### src/hw/rtl/assert_macros.svh
// Assertion macros shared by the rasterizer RTL.
// Needs no other file; assertions compile away when SYNTHESIS is defined.
`ifndef ASSERT_MACROS_SVH
`define ASSERT_MACROS_SVH
`ifndef SYNTHESIS
`define ASSERT_PROP(lbl, clk, rstn, prop) \
    lbl: assert property (@(posedge clk) disable iff (!rstn) prop) \
        else $error("assertion failed");
`define ASSERT_NEVER(lbl, clk, rstn, expr) \
    lbl: assert property (@(posedge clk) disable iff (!rstn) !(expr)) \
        else $error("forbidden condition seen");
`else
`define ASSERT_PROP(lbl, clk, rstn, prop)
`define ASSERT_NEVER(lbl, clk, rstn, expr)
`endif
`endif

### src/hw/rtl/mer_pkg.sv
// Package of the midpoint ellipse rasterizer: widths, command codes,
// controller states and the command and status structs. Depends on nothing.
package mer_pkg;

    localparam int MER_COORD_BITS  = 12;
    localparam int MER_RADIUS_BITS = 10;

    localparam logic MER_CMD_START = 1'b0;
    localparam logic MER_CMD_STEP  = 1'b1;

    typedef enum logic [3:0] {
        ST_IDLE,
        ST_S1,
        ST_S2,
        ST_S3,
        ST_S4,
        ST_S5,
        ST_R1,
        ST_R2,
        ST_R3,
        ST_R4,
        ST_R5,
        ST_X1,
        ST_X2
    } t_mer_state;

    typedef enum logic [3:0] {
        MUL_NONE,
        MUL_RX_RX,
        MUL_RY_RY,
        MUL_RX2_RY,
        MUL_RX2_RY2,
        MUL_T_T,
        MUL_RY2_P,
        MUL_U_U,
        MUL_RX2_P
    } t_mul_op;

    typedef enum logic [2:0] {
        WR_NONE,
        WR_RX2,
        WR_RY2,
        WR_START_DEC,
        WR_C,
        WR_ACC,
        WR_REGION_DEC
    } t_wr_op;

    typedef struct packed {
        logic    load_geom;
        t_mul_op mul_op;
        t_wr_op  wr_op;
        logic    step_move;
        logic    step_dec;
        logic    out_load;
    } t_mer_cmd;

    typedef struct packed {
        logic active;
        logic in_r2;
        logic dx_ge_dy;
        logic out_free;
    } t_mer_sts;

endpackage

### src/hw/rtl/mer_in_if.sv
// Input channel of the rasterizer: valid, ready and one command beat.
// Depends on mer_pkg for the default widths.
interface mer_in_if #(
    parameter int COORD_BITS  = mer_pkg::MER_COORD_BITS,
    parameter int RADIUS_BITS = mer_pkg::MER_RADIUS_BITS
);
    logic                   valid;
    logic                   ready;
    logic                   cmd;
    logic [COORD_BITS-1:0]  center_x;
    logic [COORD_BITS-1:0]  center_y;
    logic [RADIUS_BITS-1:0] radius_x;
    logic [RADIUS_BITS-1:0] radius_y;

    modport source (
        output valid, cmd, center_x, center_y, radius_x, radius_y,
        input  ready
    );
    modport sink (
        input  valid, cmd, center_x, center_y, radius_x, radius_y,
        output ready
    );
endinterface

### src/hw/rtl/mer_out_if.sv
// Result channel of the rasterizer: valid, ready and one point-set beat.
// Depends on mer_pkg for the default width.
interface mer_out_if #(
    parameter int COORD_BITS = mer_pkg::MER_COORD_BITS
);
    logic                   valid;
    logic                   ready;
    logic [COORD_BITS:0]    col_plus;
    logic signed [COORD_BITS:0] col_minus;
    logic [COORD_BITS:0]    row_plus;
    logic signed [COORD_BITS:0] row_minus;
    logic                   region;
    logic                   last;

    modport source (
        output valid, col_plus, col_minus, row_plus, row_minus, region, last,
        input  ready
    );
    modport sink (
        input  valid, col_plus, col_minus, row_plus, row_minus, region, last,
        output ready
    );
endinterface

### src/hw/rtl/mer_ctrl.sv
// Sequencer of the rasterizer: start setup, region change and step phases.
// Depends on mer_pkg and assert_macros.svh; drives mer_dp by command struct.
`include "assert_macros.svh"

module mer_ctrl (
    input  logic              i_clk,
    input  logic              i_rst_n,
    input  logic              i_in_valid,
    input  logic              i_in_cmd,
    output logic              o_in_ready,
    input  mer_pkg::t_mer_sts i_sts,
    output mer_pkg::t_mer_cmd o_cmd
);
    import mer_pkg::*;

    t_mer_state r_state;
    t_mer_state n_state;

    always_ff @(posedge i_clk) begin
        if (!i_rst_n) begin
            r_state <= ST_IDLE;
        end else begin
            r_state <= n_state;
        end
    end

    always_comb begin
        n_state         = r_state;
        o_in_ready      = 1'b0;
        o_cmd.load_geom = 1'b0;
        o_cmd.mul_op    = MUL_NONE;
        o_cmd.wr_op     = WR_NONE;
        o_cmd.step_move = 1'b0;
        o_cmd.step_dec  = 1'b0;
        o_cmd.out_load  = 1'b0;
        case (r_state)
            ST_IDLE: begin
                o_in_ready = 1'b1;
                if (i_in_valid) begin
                    if (i_in_cmd == MER_CMD_START) begin
                        o_cmd.load_geom = 1'b1;
                        n_state         = ST_S1;
                    end else if (i_sts.active) begin
                        if (!i_sts.in_r2 && i_sts.dx_ge_dy) begin
                            n_state = ST_R1;
                        end else begin
                            n_state = ST_X1;
                        end
                    end
                end
            end
            ST_S1: begin
                o_cmd.mul_op = MUL_RX_RX;
                n_state      = ST_S2;
            end
            ST_S2: begin
                o_cmd.wr_op  = WR_RX2;
                o_cmd.mul_op = MUL_RY_RY;
                n_state      = ST_S3;
            end
            ST_S3: begin
                o_cmd.wr_op  = WR_RY2;
                o_cmd.mul_op = MUL_RX2_RY;
                n_state      = ST_S4;
            end
            ST_S4: begin
                o_cmd.wr_op  = WR_START_DEC;
                o_cmd.mul_op = MUL_RX2_RY2;
                n_state      = ST_S5;
            end
            ST_S5: begin
                o_cmd.wr_op = WR_C;
                n_state     = ST_IDLE;
            end
            ST_R1: begin
                o_cmd.mul_op = MUL_T_T;
                n_state      = ST_R2;
            end
            ST_R2: begin
                o_cmd.mul_op = MUL_RY2_P;
                n_state      = ST_R3;
            end
            ST_R3: begin
                o_cmd.wr_op  = WR_ACC;
                o_cmd.mul_op = MUL_U_U;
                n_state      = ST_R4;
            end
            ST_R4: begin
                o_cmd.mul_op = MUL_RX2_P;
                n_state      = ST_R5;
            end
            ST_R5: begin
                o_cmd.wr_op = WR_REGION_DEC;
                n_state     = ST_X1;
            end
            ST_X1: begin
                o_cmd.step_move = 1'b1;
                n_state         = ST_X2;
            end
            ST_X2: begin
                // hold until the result register can take the beat
                if (i_sts.out_free) begin
                    o_cmd.step_dec = 1'b1;
                    o_cmd.out_load = 1'b1;
                    n_state        = ST_IDLE;
                end
            end
            default: begin
                n_state = ST_IDLE;
            end
        endcase
    end

    `ASSERT_PROP(a_x1_active, i_clk, i_rst_n, (r_state == ST_X1) |-> i_sts.active)
    `ASSERT_PROP(a_r2_from_r5, i_clk, i_rst_n, $rose(i_sts.in_r2) |-> ($past(r_state) == ST_R5))
    `ASSERT_PROP(a_r1_region_one, i_clk, i_rst_n, (r_state == ST_R1) |-> (i_sts.active && !i_sts.in_r2))

endmodule

### src/hw/rtl/mer_dp.sv
// Datapath of the rasterizer: geometry, shared multiplier, offsets, decision
// variable and result register. Depends on mer_pkg and assert_macros.svh.
`include "assert_macros.svh"

module mer_dp #(
    parameter int COORD_BITS  = mer_pkg::MER_COORD_BITS,
    parameter int RADIUS_BITS = mer_pkg::MER_RADIUS_BITS
) (
    input  logic                       i_clk,
    input  logic                       i_rst_n,
    input  mer_pkg::t_mer_cmd          i_cmd,
    output mer_pkg::t_mer_sts          o_sts,
    input  logic [COORD_BITS-1:0]      i_center_x,
    input  logic [COORD_BITS-1:0]      i_center_y,
    input  logic [RADIUS_BITS-1:0]     i_radius_x,
    input  logic [RADIUS_BITS-1:0]     i_radius_y,
    input  logic                       i_out_ready,
    output logic                       o_out_valid,
    output logic [COORD_BITS:0]        o_col_plus,
    output logic signed [COORD_BITS:0] o_col_minus,
    output logic [COORD_BITS:0]        o_row_plus,
    output logic signed [COORD_BITS:0] o_row_minus,
    output logic                       o_region,
    output logic                       o_last
);
    import mer_pkg::*;

    localparam int R_W    = RADIUS_BITS;
    localparam int OUT_W  = COORD_BITS + 1;
    localparam int SQ_W   = 2 * R_W;
    localparam int A_W    = 2 * R_W;
    localparam int B_W    = 2 * R_W + 2;
    localparam int PROD_W = A_W + B_W;
    localparam int DX_W   = 3 * R_W + 2;
    localparam int C_W    = 4 * R_W;
    localparam int DEC_W  = 4 * R_W + 6;

    logic [COORD_BITS-1:0] r_cx;
    logic [COORD_BITS-1:0] r_cy;
    logic [R_W-1:0]        r_rx;
    logic [R_W-1:0]        r_ry;
    logic [SQ_W-1:0]       r_rx2;
    logic [SQ_W-1:0]       r_ry2;
    logic [C_W-1:0]        r_c;
    logic [PROD_W-1:0]     r_prod;
    logic [PROD_W-1:0]     r_acc;
    logic [R_W-1:0]        r_x;
    logic [R_W-1:0]        r_y;
    logic [DX_W-1:0]       r_dx;
    logic [DX_W-1:0]       r_dy;
    logic [DEC_W-1:0]      r_dec;
    logic                  r_br;
    logic                  r_active;
    logic                  r_r2;
    logic                  r_ov;
    logic [OUT_W-1:0]      r_col_plus;
    logic signed [OUT_W-1:0] r_col_minus;
    logic [OUT_W-1:0]      r_row_plus;
    logic signed [OUT_W-1:0] r_row_minus;
    logic                  r_region;
    logic                  r_last;

    logic [A_W-1:0]    mul_a;
    logic [B_W-1:0]    mul_b;
    logic [PROD_W-1:0] mul_p;
    logic [R_W:0]      t_val;
    logic [R_W-1:0]    u_val;
    logic              dec_neg;
    logic              dec_pos;
    logic              move_x;
    logic              move_y;
    logic [R_W-1:0]    n_x;
    logic [R_W-1:0]    n_y;
    logic [DX_W-1:0]   n_dx;
    logic [DX_W-1:0]   n_dy;
    logic [DX_W-1:0]   term_dx;
    logic [SQ_W-1:0]   term_sq;
    logic [DX_W-1:0]   term_dy;
    logic [DEC_W-1:0]  n_start_dec;
    logic [DEC_W-1:0]  n_region_dec;
    logic [DEC_W-1:0]  n_step_dec;

    assign t_val = {r_x, 1'b1};
    assign u_val = r_y - R_W'(1);

    always_comb begin
        case (i_cmd.mul_op)
            MUL_RX_RX: begin
                mul_a = A_W'(r_rx);
                mul_b = B_W'(r_rx);
            end
            MUL_RY_RY: begin
                mul_a = A_W'(r_ry);
                mul_b = B_W'(r_ry);
            end
            MUL_RX2_RY: begin
                mul_a = r_rx2;
                mul_b = B_W'(r_ry);
            end
            MUL_RX2_RY2: begin
                mul_a = r_rx2;
                mul_b = B_W'(r_ry2);
            end
            MUL_T_T: begin
                mul_a = A_W'(t_val);
                mul_b = B_W'(t_val);
            end
            MUL_RY2_P: begin
                mul_a = r_ry2;
                mul_b = r_prod[B_W-1:0];
            end
            MUL_U_U: begin
                mul_a = A_W'(u_val);
                mul_b = B_W'(u_val);
            end
            MUL_RX2_P: begin
                mul_a = r_rx2;
                mul_b = r_prod[B_W-1:0];
            end
            default: begin
                mul_a = '0;
                mul_b = '0;
            end
        endcase
    end

    assign mul_p = mul_a * mul_b;

    assign dec_neg = r_dec[DEC_W-1];
    assign dec_pos = !dec_neg && (r_dec != '0);
    assign move_x  = !r_r2 || !dec_pos;
    assign move_y  = r_r2 || !dec_neg;
    assign n_x     = move_x ? (r_x + R_W'(1)) : r_x;
    assign n_dx    = move_x ? (r_dx + DX_W'({r_ry2, 1'b0})) : r_dx;
    assign n_y     = move_y ? u_val : r_y;
    assign n_dy    = move_y ? (r_dy - DX_W'({r_rx2, 1'b0})) : r_dy;

    assign term_dx = (!r_r2 || r_br) ? r_dx : '0;
    assign term_sq = r_r2 ? r_rx2 : r_ry2;
    assign term_dy = (r_r2 || r_br) ? r_dy : '0;

    assign n_start_dec  = (DEC_W'(r_ry2) << 2) - (DEC_W'(r_prod) << 2) + DEC_W'(r_rx2);
    assign n_region_dec = DEC_W'(r_acc) + (DEC_W'(r_prod) << 2) - (DEC_W'(r_c) << 2);
    assign n_step_dec   = r_dec
                        + ((DEC_W'(term_dx) + DEC_W'(term_sq) - DEC_W'(term_dy)) << 2);

    always_ff @(posedge i_clk) begin
        if (i_cmd.load_geom) begin
            r_cx <= i_center_x;
            r_cy <= i_center_y;
            r_rx <= i_radius_x;
            r_ry <= i_radius_y;
            r_x  <= '0;
            r_y  <= i_radius_y;
            r_dx <= '0;
        end
        if (i_cmd.mul_op != MUL_NONE) begin
            r_prod <= mul_p;
        end
        case (i_cmd.wr_op)
            WR_RX2: begin
                r_rx2 <= r_prod[SQ_W-1:0];
            end
            WR_RY2: begin
                r_ry2 <= r_prod[SQ_W-1:0];
            end
            WR_START_DEC: begin
                r_dy  <= DX_W'({r_prod, 1'b0});
                r_dec <= n_start_dec;
            end
            WR_C: begin
                r_c <= r_prod[C_W-1:0];
            end
            WR_ACC: begin
                r_acc <= r_prod;
            end
            WR_REGION_DEC: begin
                r_dec <= n_region_dec;
            end
            default: begin
            end
        endcase
        if (i_cmd.step_move) begin
            r_x  <= n_x;
            r_y  <= n_y;
            r_dx <= n_dx;
            r_dy <= n_dy;
            r_br <= r_r2 ? move_x : move_y;
        end
        if (i_cmd.step_dec) begin
            r_dec <= n_step_dec;
        end
        if (i_cmd.out_load) begin
            r_col_plus  <= OUT_W'(r_cx) + OUT_W'(r_x);
            r_col_minus <= $signed(OUT_W'(r_cx) - OUT_W'(r_x));
            r_row_plus  <= OUT_W'(r_cy) + OUT_W'(r_y);
            r_row_minus <= $signed(OUT_W'(r_cy) - OUT_W'(r_y));
            r_region    <= r_r2;
            r_last      <= (r_y == '0);
        end
    end

    always_ff @(posedge i_clk) begin
        if (!i_rst_n) begin
            r_active <= 1'b0;
            r_r2     <= 1'b0;
            r_ov     <= 1'b0;
        end else begin
            if (i_cmd.load_geom) begin
                r_active <= 1'b0;
                r_r2     <= 1'b0;
            end else if (i_cmd.wr_op == WR_C) begin
                r_active <= (r_ry != '0);
            end else if (i_cmd.wr_op == WR_REGION_DEC) begin
                r_r2 <= 1'b1;
            end else if (i_cmd.out_load && (r_y == '0)) begin
                r_active <= 1'b0;
            end
            if (i_cmd.out_load) begin
                r_ov <= 1'b1;
            end else if (i_out_ready) begin
                r_ov <= 1'b0;
            end
        end
    end

    assign o_sts.active   = r_active;
    assign o_sts.in_r2    = r_r2;
    assign o_sts.dx_ge_dy = (r_dx >= r_dy);
    assign o_sts.out_free = !r_ov || i_out_ready;

    assign o_out_valid = r_ov;
    assign o_col_plus  = r_col_plus;
    assign o_col_minus = r_col_minus;
    assign o_row_plus  = r_row_plus;
    assign o_row_minus = r_row_minus;
    assign o_region    = r_region;
    assign o_last      = r_last;

    `ASSERT_PROP(a_last_clears_active, i_clk, i_rst_n, (i_cmd.out_load && (r_y == '0)) |=> !r_active)
    `ASSERT_PROP(a_region_two_sticky, i_clk, i_rst_n, (r_r2 && !i_cmd.load_geom) |=> r_r2)
    `ASSERT_NEVER(a_no_dual_dec, i_clk, i_rst_n, i_cmd.step_dec && (i_cmd.wr_op != WR_NONE))

endmodule

### src/hw/rtl/midpoint_ellipse_rasterizer.sv
// Top level of the midpoint ellipse rasterizer: controller plus datapath.
// Depends on mer_pkg, mer_in_if, mer_out_if, mer_ctrl and mer_dp.
//
//   channel  dir  beat contents
//   i_in     in   cmd, center_x, center_y, radius_x, radius_y
//   o_res    out  col_plus, col_minus, row_plus, row_minus, region, last
//
// Start beat: 4 multiplies on one shared multiplier before the next beat is
// taken. Step beat: the step that enters region two first builds the
// region-two decision value on the multiplier.
// A step while idle gives no beat. Reset is synchronous and
// needs no clearing pass. A step waits in its last state while the result
// register holds a beat not yet taken.
module midpoint_ellipse_rasterizer #(
    parameter int COORD_BITS  = mer_pkg::MER_COORD_BITS,
    parameter int RADIUS_BITS = mer_pkg::MER_RADIUS_BITS
) (
    input  logic       i_clk,
    input  logic       i_rst_n,
    mer_in_if.sink     i_in,
    mer_out_if.source  o_res
);
    import mer_pkg::*;

    t_mer_cmd dp_cmd;
    t_mer_sts dp_sts;

    mer_ctrl u_ctrl (
        .i_clk      (i_clk),
        .i_rst_n    (i_rst_n),
        .i_in_valid (i_in.valid),
        .i_in_cmd   (i_in.cmd),
        .o_in_ready (i_in.ready),
        .i_sts      (dp_sts),
        .o_cmd      (dp_cmd)
    );

    mer_dp #(
        .COORD_BITS  (COORD_BITS),
        .RADIUS_BITS (RADIUS_BITS)
    ) u_dp (
        .i_clk       (i_clk),
        .i_rst_n     (i_rst_n),
        .i_cmd       (dp_cmd),
        .o_sts       (dp_sts),
        .i_center_x  (i_in.center_x),
        .i_center_y  (i_in.center_y),
        .i_radius_x  (i_in.radius_x),
        .i_radius_y  (i_in.radius_y),
        .i_out_ready (o_res.ready),
        .o_out_valid (o_res.valid),
        .o_col_plus  (o_res.col_plus),
        .o_col_minus (o_res.col_minus),
        .o_row_plus  (o_res.row_plus),
        .o_row_minus (o_res.row_minus),
        .o_region    (o_res.region),
        .o_last      (o_res.last)
    );

endmodule

### src/flat_wrapper.sv
// flat-port wrapper written by rule: the top's interface ports become plain ports
module midpoint_ellipse_rasterizer_flat import mer_pkg::*;
#(
    parameter int COORD_BITS  = mer_pkg::MER_COORD_BITS,
    parameter int RADIUS_BITS = mer_pkg::MER_RADIUS_BITS
)
  (i_clk, i_rst_n, i_in_valid, i_in_cmd, i_in_center_x, i_in_center_y, i_in_radius_x, i_in_radius_y, i_in_ready, o_res_valid, o_res_col_plus, o_res_col_minus, o_res_row_plus, o_res_row_minus, o_res_region, o_res_last, o_res_ready);
  mer_in_if #(.COORD_BITS(COORD_BITS), .RADIUS_BITS(RADIUS_BITS)) i_in_i ();
  mer_out_if #(.COORD_BITS(COORD_BITS)) o_res_i ();
  input  logic i_clk;
  input  logic i_rst_n;
  input wire logic [$bits(i_in_i.valid)-1:0] i_in_valid;
  input wire logic [$bits(i_in_i.cmd)-1:0] i_in_cmd;
  input wire logic [$bits(i_in_i.center_x)-1:0] i_in_center_x;
  input wire logic [$bits(i_in_i.center_y)-1:0] i_in_center_y;
  input wire logic [$bits(i_in_i.radius_x)-1:0] i_in_radius_x;
  input wire logic [$bits(i_in_i.radius_y)-1:0] i_in_radius_y;
  output wire logic [$bits(i_in_i.ready)-1:0] i_in_ready;
  output wire logic [$bits(o_res_i.valid)-1:0] o_res_valid;
  output wire logic [$bits(o_res_i.col_plus)-1:0] o_res_col_plus;
  output wire logic [$bits(o_res_i.col_minus)-1:0] o_res_col_minus;
  output wire logic [$bits(o_res_i.row_plus)-1:0] o_res_row_plus;
  output wire logic [$bits(o_res_i.row_minus)-1:0] o_res_row_minus;
  output wire logic [$bits(o_res_i.region)-1:0] o_res_region;
  output wire logic [$bits(o_res_i.last)-1:0] o_res_last;
  input wire logic [$bits(o_res_i.ready)-1:0] o_res_ready;
  assign i_in_i.valid = i_in_valid;
  assign i_in_i.cmd = i_in_cmd;
  assign i_in_i.center_x = i_in_center_x;
  assign i_in_i.center_y = i_in_center_y;
  assign i_in_i.radius_x = i_in_radius_x;
  assign i_in_i.radius_y = i_in_radius_y;
  assign i_in_ready = i_in_i.ready;
  assign o_res_valid = o_res_i.valid;
  assign o_res_col_plus = o_res_i.col_plus;
  assign o_res_col_minus = o_res_i.col_minus;
  assign o_res_row_plus = o_res_i.row_plus;
  assign o_res_row_minus = o_res_i.row_minus;
  assign o_res_region = o_res_i.region;
  assign o_res_last = o_res_i.last;
  assign o_res_i.ready = o_res_ready;
  midpoint_ellipse_rasterizer #(.COORD_BITS(COORD_BITS), .RADIUS_BITS(RADIUS_BITS)) u_core (.i_clk(i_clk), .i_rst_n(i_rst_n), .i_in(i_in_i), .o_res(o_res_i));
endmodule
### config.mk
export PLATFORM = sky130hd
export DESIGN_NAME = midpoint_ellipse_rasterizer_flat
export DESIGN_NICKNAME = d
export VERILOG_FILES = /design/src/hw/rtl/mer_pkg.sv /design/src/hw/rtl/mer_in_if.sv /design/src/hw/rtl/mer_out_if.sv /design/src/hw/rtl/mer_ctrl.sv /design/src/hw/rtl/mer_dp.sv /design/src/hw/rtl/midpoint_ellipse_rasterizer.sv /design/src/flat_wrapper.sv
export VERILOG_INCLUDE_DIRS = /design/src /design/src/hw/rtl
export SDC_FILE = /design/constraint.sdc
export NUM_CORES = 2
export LEC_CHECK = 0
export ABC_AREA = 1
export BUFFER_PORTS_ARGS = -buffer_cell sky130_fd_sc_hd__buf_2
export CORE_MARGIN = 2
export CORE_UTILIZATION = 45
export DETAILED_ROUTE_END_ITERATION = 10
export GPL_TIMING_DRIVEN = 0
export SYNTH_ARGS = -nofsm -noshare
export SYNTH_HDL_FRONTEND = slang
export SYNTH_SLANG_ARGS = --single-unit
export TNS_END_PERCENT = 50
### constraint.sdc
create_clock -name i_clk -period 19.6 [get_ports i_clk]
set_input_delay 4.9 -clock i_clk [delete_from_list [all_inputs] [get_ports i_clk]]
set_output_delay 4.9 -clock i_clk [all_outputs]
set_load 0.05 [all_outputs]
-- Word level (Yosys, flattened, before mapping)
Cells that the tools add are included.
- logic and storage cells: 148
- bits in registers: 400
- output and inout bits: 56
- bitwise gates (word level): 2
- $lt $le $gt $ge: 1
- reductions and logical operators: 32
- multiply operators: 1
- equal/unequal tests: 32
- $add $sub $neg: 15
- mux-type cells: 40
- operator list (kind ; count):
    two-way mux 32 bit ; 8
    one-hot mux 22 bit (6 select lines) ; 1
    one-hot mux 20 bit (6 select lines) ; 1
    one-hot mux 46 bit (2 select lines) ; 1
    two-way mux 10 bit ; 6
    one-hot mux 4 bit (12 select lines) ; 1
    adder 45 x 21 -> 46 bit ; 1
    adder 46 bit ; 1
    two-way mux 46 bit ; 1
    nonzero test 46 bit ; 1
    subtractor 45 x 42 -> 46 bit ; 1
    adder 42 x 44 -> 45 bit ; 1
    subtractor 22 x 44 -> 45 bit ; 1
    multiplier 20 x 22 -> 42 bit ; 1
    subtractor 33 x 32 -> 34 bit ; 1
    adder 32 x 20 -> 33 bit ; 1
    adder 32 x 21 -> 32 bit ; 1
    equality test 4 x 3 -> 1 bit (second input constant) ; 8
    >= comparator 32 bit ; 1
    one-hot mux 4 bit (8 select lines) ; 1
    subtractor 32 x 21 -> 32 bit ; 1
    adder 12 x 10 -> 13 bit ; 2
    subtractor 12 x 10 -> 13 bit ; 2
    equality test 4 bit (second input constant) ; 6
    other kinds (29) ; 73

-- Depth between registers and ports, before layout
- word-level depth: 8
- mapped depth: 39
- depth with buffers taken out: 38

-- By module
A second synthesis with hierarchy kept.
- cell total of the unflattened synthesis: 6175
- area, all modules: 48346.4 um^2
- by module, submodules not included (module ; cells an instance ; seq. area each (um^2) ; instances ; area an instance (um^2)):
    mer_dp ; 6101 ; 11741.3 ; 1 ; 47944.7
    mer_ctrl ; 74 ; 80.1 ; 1 ; 401.6

-- Worst setup path after synthesis
OpenSTA, ideal clock, no wires.
- kind: input -> register
- start point: input i_in_cmd
- end point: register u_core.u_dp.r_dx[10] (enable)
- cell stages on the path: 3
- setup slack: 9.760 ns
- required time: 19.201 ns
- arrival: 9.441 ns
- path through: nor3_1 inv_1 nand2_1
- cells in the longest elaborated chain, start to end: 5
- RTL lines (element ; RTL line ; RTL):
    from (decl) ; flat_wrapper.sv:13 ; input wire logic [$bits(i_in_i.cmd)-1:0] i_in_cmd;
    two-way mux 1 bit ; mer_ctrl.sv:40 ; if (i_in_cmd == MER_CMD_START) begin
    two-way mux 1 bit ; mer_ctrl.sv:39 ; if (i_in_valid) begin
    two-way mux 1 bit ; mer_ctrl.sv:36 ; case (r_state)
    nonzero test 2 bit (no line) ; -- ;
    AND reduction 2 bit (no line) ; -- ;
    to (signal assigned) ; mer_dp.sv:186 ; r_dx <= n_dx;
    to (decl) ; mer_dp.sv:49 ; logic [DX_W-1:0] r_dx;
Every way passes these cells.
A chain may end at the register's enable or synchronous reset.

-- Worst setup path after layout
- start point: register u_core.u_ctrl.r_state[0]
- end point: register u_core.u_dp.r_prod[35], data pin
- cells in the longest elaborated chain, start to end: 6
- elaborated cells between the ends (all ways): 23
- those cells by class: 1 x mul; 16 x eq/ne; 3 x mux; 3 x reduce/logical
- RTL lines (element ; RTL line ; RTL):
    from (decl) ; mer_ctrl.sv:16 ; t_mer_state r_state;
    from (signal assigned) ; mer_ctrl.sv:23 ; r_state <= n_state;
    equality test 4 bit (tied with other cells) ; mer_ctrl.sv:36 ;
    one-hot mux 4 bit (8 select lines) * ; mer_ctrl.sv:36 ;
    equality test 4 bit (tied with other cells) ; mer_dp.sv:87 ; case (i_cmd.mul_op)
    OR reduction 3 bit (no line) or OR reduction 2 bit (tied branches) ; -- ;
    one-hot mux 20 bit (6 select lines) or one-hot mux 22 bit (6 select lines) (tied branches) ; mer_dp.sv:87 ;
    multiplier 20 x 22 -> 42 bit * ; mer_dp.sv:127 ; assign mul_p = mul_a * mul_b;
    net u_core.u_dp.mul_p[35] ; mer_dp.sv:65 ; logic [PROD_W-1:0] mul_p;
    to (signal assigned) ; mer_dp.sv:158 ; r_prod <= mul_p;
    to (decl) ; mer_dp.sv:45 ; logic [PROD_W-1:0] r_prod;
The timed path passes the listed nets; every way through them passes the cells marked *.

==> flow_metrics.env <==
export IMPL_status="finished clean"
export IMPL_ir_drop_uv=105
export IMPL_cpMaxStageDelayCell="clkbuf_1"
export IMPL_clkPwrFrac_pct=11.9
export IMPL_p_sw_share_pct=55.7
export IMPL_clock_path_buffers=3
export IMPL_core_mm2=0.105
export IMPL_power_density_mw_per_mm2=152
export IMPL_post_cts_resized=0
export IMPL_slew_violations=0
export IMPL_clock_latency_ns=0.63
export IMPL_htree_levels=2
export IMPL_dieArea_mm2=0.109
export IMPL_fp_dieH_um=330
export IMPL_pwr_share_comb_pct=69.1
export IMPL_cp_common_cell="inv_1"
export IMPL_multiInputGateArea_mm2=0.0306
export IMPL_area_growth_pct=8.76
export IMPL_cts_root_buf="clkbuf_16"
export IMPL_cts_setup_buffers=0
export IMPL_timing_fmax_mhz=105
export IMPL_clkTransAtPathRegs_ns=0.06
export IMPL_drt_total_wl_mm=167
export IMPL_grt_pass1_vias=41800
export IMPL_ff_latch_area_mm2=0.0118
export IMPL_cts_buffers=47
export IMPL_port_buffers=104
export IMPL_syn_area_mm2=0.0479
export IMPL_clock_skew_ns=0.0542
export IMPL_cts_hold_buf=0
export IMPL_antenna_found_initial=5
export IMPL_synth_edf_count=389
export IMPL_nFillCells=10600
export IMPL_static_leakage_power_uw=0.0256
export IMPL_final_hold_violation_count=0
export IMPL_yosysWarnings=0
export IMPL_maxCapViolations=0
export IMPL_synthCells=6071
export IMPL_timing_rr_end="u_core.u_dp.r_prod[35]"
export IMPL_die_w_um=330
export IMPL_met1_usage_pct=39.7
export IMPL_met2_usage_pct=52.5
export IMPL_wl_per_cell_um=21.8
export IMPL_hp_class="register to register"
export IMPL_internal_power_uw=3500
export IMPL_antenna_left=0
export IMPL_yosys_area_top_type="edfxtp_1"
export IMPL_grt_total_usage_pct=30.8
export IMPL_cp_data_arrival_time_ns=9.89
export IMPL_pwr_share_seq_pct=19.0
export IMPL_ys_types=64
export IMPL_cts_sinks=396
export IMPL_synth_area_leaders="edfxtp_1 24%, fa_1 18%, ha_1 11%"
export IMPL_finalSetupViolCount=0
export IMPL_fin_setup_tns_ns=0
export IMPL_critPathCapture="u_core.u_dp.r_prod[35]"
export IMPL_start_util_pct=45.5
export IMPL_synth_most_common_cell="inv_1"
export IMPL_r2r_slack_ns=10.04
export IMPL_rows=119
export IMPL_post_route_min_period_ns=9.56
export IMPL_rsz0062_at_grt="no"
export IMPL_grt_max_degree=52
export IMPL_r2r_start="u_core.u_ctrl.r_state[0]"
export IMPL_power_switching_uw=4410
export IMPL_criticalPathCategory="register to register"
export IMPL_top_usage_layer="met2"
export IMPL_slew_headroom_pct=15.0
export IMPL_yosysSeqAreaShare_pct=24.7
export IMPL_grt_overflow=0
export IMPL_hold_slack_ns=0.441
export IMPL_cp_data_required_time_ns=19.93
export IMPL_cpPeakStageDelay_ns=0.69
export IMPL_drtIter0Drc=3386
export IMPL_hpwl_mm=141
export IMPL_grt_pass1_wl_mm=252
export IMPL_drc=0
export IMPL_synth_net_count=6979
export IMPL_synth_common_cells="1,318 x inv_1, 1,266 x nand2_1, 472 x nor2_1"
export IMPL_ioPinCount=105
export IMPL_synth_top_area_share_pct=24.4
export IMPL_place_gp_congestion=0.964
export IMPL_dr_pass1_iters=6
export IMPL_syn_area_per_cell_um2=7.89
export IMPL_endpoint_kind="register"
export IMPL_yosys_register_bits=396
export IMPL_startpoint_type="register"
export IMPL_drive_above_1_share_pct=6.01
export IMPL_synth_top_flop_cell="edfxtp_1"
export IMPL_cts_tree="built"
export IMPL_critPathMaxFanout=10
export IMPL_reg2reg_depth=36
export IMPL_synthArstFlopShare_pct=0
export IMPL_period_share_pct=48.8
export IMPL_finalNetCount=7145
export IMPL_num_vias=41700
export IMPL_startpoint="u_core.u_ctrl.r_state[0]"
export IMPL_viasPerCell=5.44
export IMPL_tightest_slew_ns=1.26
export IMPL_grt_use_met3_pct=4.77
==> worst min-delay path by stage <==
stage,to,from,depth (start not counted)
2_1_floorplan,u_core.u_dp.o_region,u_core.u_dp.r_r2,0
3_3_place_gp,u_core.u_dp.o_region,u_core.u_dp.r_r2,0
3_5_place_dp,u_core.u_dp.o_region,u_core.u_dp.r_r2,0
4_1_cts,u_core.u_dp.o_region,u_core.u_dp.r_r2,0
5_1_grt,u_core.u_dp.o_region,u_core.u_dp.r_r2,0
6_report,u_core.u_dp.o_region,u_core.u_dp.r_r2,0
==> critical path, delay by kind of cell (launching register included) <==
kind	cells	cell delay, ns
and+or+nand+nor	8	1.68
AOI/OAI and AO/OA	9	1.89
DFF	1	0.42
adders and majority gates	8	3.83
buffers and inverters	11	1.41
==> metal layers <==
layer  routed length, µm  part of all wire, %  vias up
li1                    -                    -    19700
met1               69100                   41    20300
met2               79700                   48     1429
met3               11800                  7.0      318
met4                6750                  4.0        4
met5                  33                0.020        -
==> power by group through the flow <==
stage,Combinational [µW],Sequential (µW),Clock (µW)
after floorplan,3670,1380,0
after CTS,5370,1500,960
after global routing,6010,1510,985
after detailed placement,5340,1510,0
final,5470,1500,946
after global placement,5310,1520,0
==> kinds of logic after synthesis <==
kind of cell / synth area share, %
flip-flops: 24.7
adder cells (fa/ha/maj): 29.1
buffers and inverters: 11.5
multiplexers: 0.0418
XOR/XNOR: 3.86
AND/OR/NAND/NOR: 19.2
AO/OA/AOI/OAI: 11.6
==> cell usage in the layout (no fill, tap or decap), types with 122 or more instances in the layout <==
cell type / count
ha_1: 433
nand2_1: 1264
edfxtp_1: 389
nand3_1: 175
fa_1: 426
a21oi_1: 390
inv_1: 1317
buf_2: 122
o21ai_0: 289
nor2_1: 468
xor2_1: 146
==> per-stage QoR <==
step	cell area, µm²	instances	setup slack, ns	util, %	total power [µW]
2_1_floorplan	47900	6071	9.76	-	5050
3_3_place_gp	50200	7566	6.35	47.6	6830
3_5_place_dp	50500	7579	10.12	47.9	6850
4_1_cts	52100	7666	10.05	49.4	7830
5_1_grt	52100	7668	9.52	49.4	8510
6_report	52100	7669	10.04	49.4	7910
==> layout make-up <==
cell class,instances,area share (%)
multi-input combinational,4221,58.8
sequential,396,22.7
inverter,1344,9.68
tap,1391,3.34
clock buffer,52,2.33
timing repair buffer,117,1.44
buffer,110,0.864
clock inverter,35,0.838
antenna,3,0.0144
==> registers in the layout (all words and copies together), names as in the netlist, 4 cells and up <==
signal                   cells
u_core.u_ctrl.r_state        4
u_core.u_dp.o_col_minus     12
u_core.u_dp.o_col_plus      13
u_core.u_dp.o_row_minus     12
u_core.u_dp.o_row_plus      13
u_core.u_dp.r_acc           42
u_core.u_dp.r_c             40
u_core.u_dp.r_cx            12
u_core.u_dp.r_cy            12
u_core.u_dp.r_dec           46
u_core.u_dp.r_dx            31
u_core.u_dp.r_dy            31
u_core.u_dp.r_prod          42
u_core.u_dp.r_rx            10
u_core.u_dp.r_rx2           20
u_core.u_dp.r_ry            10
u_core.u_dp.r_ry2           20
u_core.u_dp.r_x             10
u_core.u_dp.r_y             10
Power figures use the tool's default switching activity.
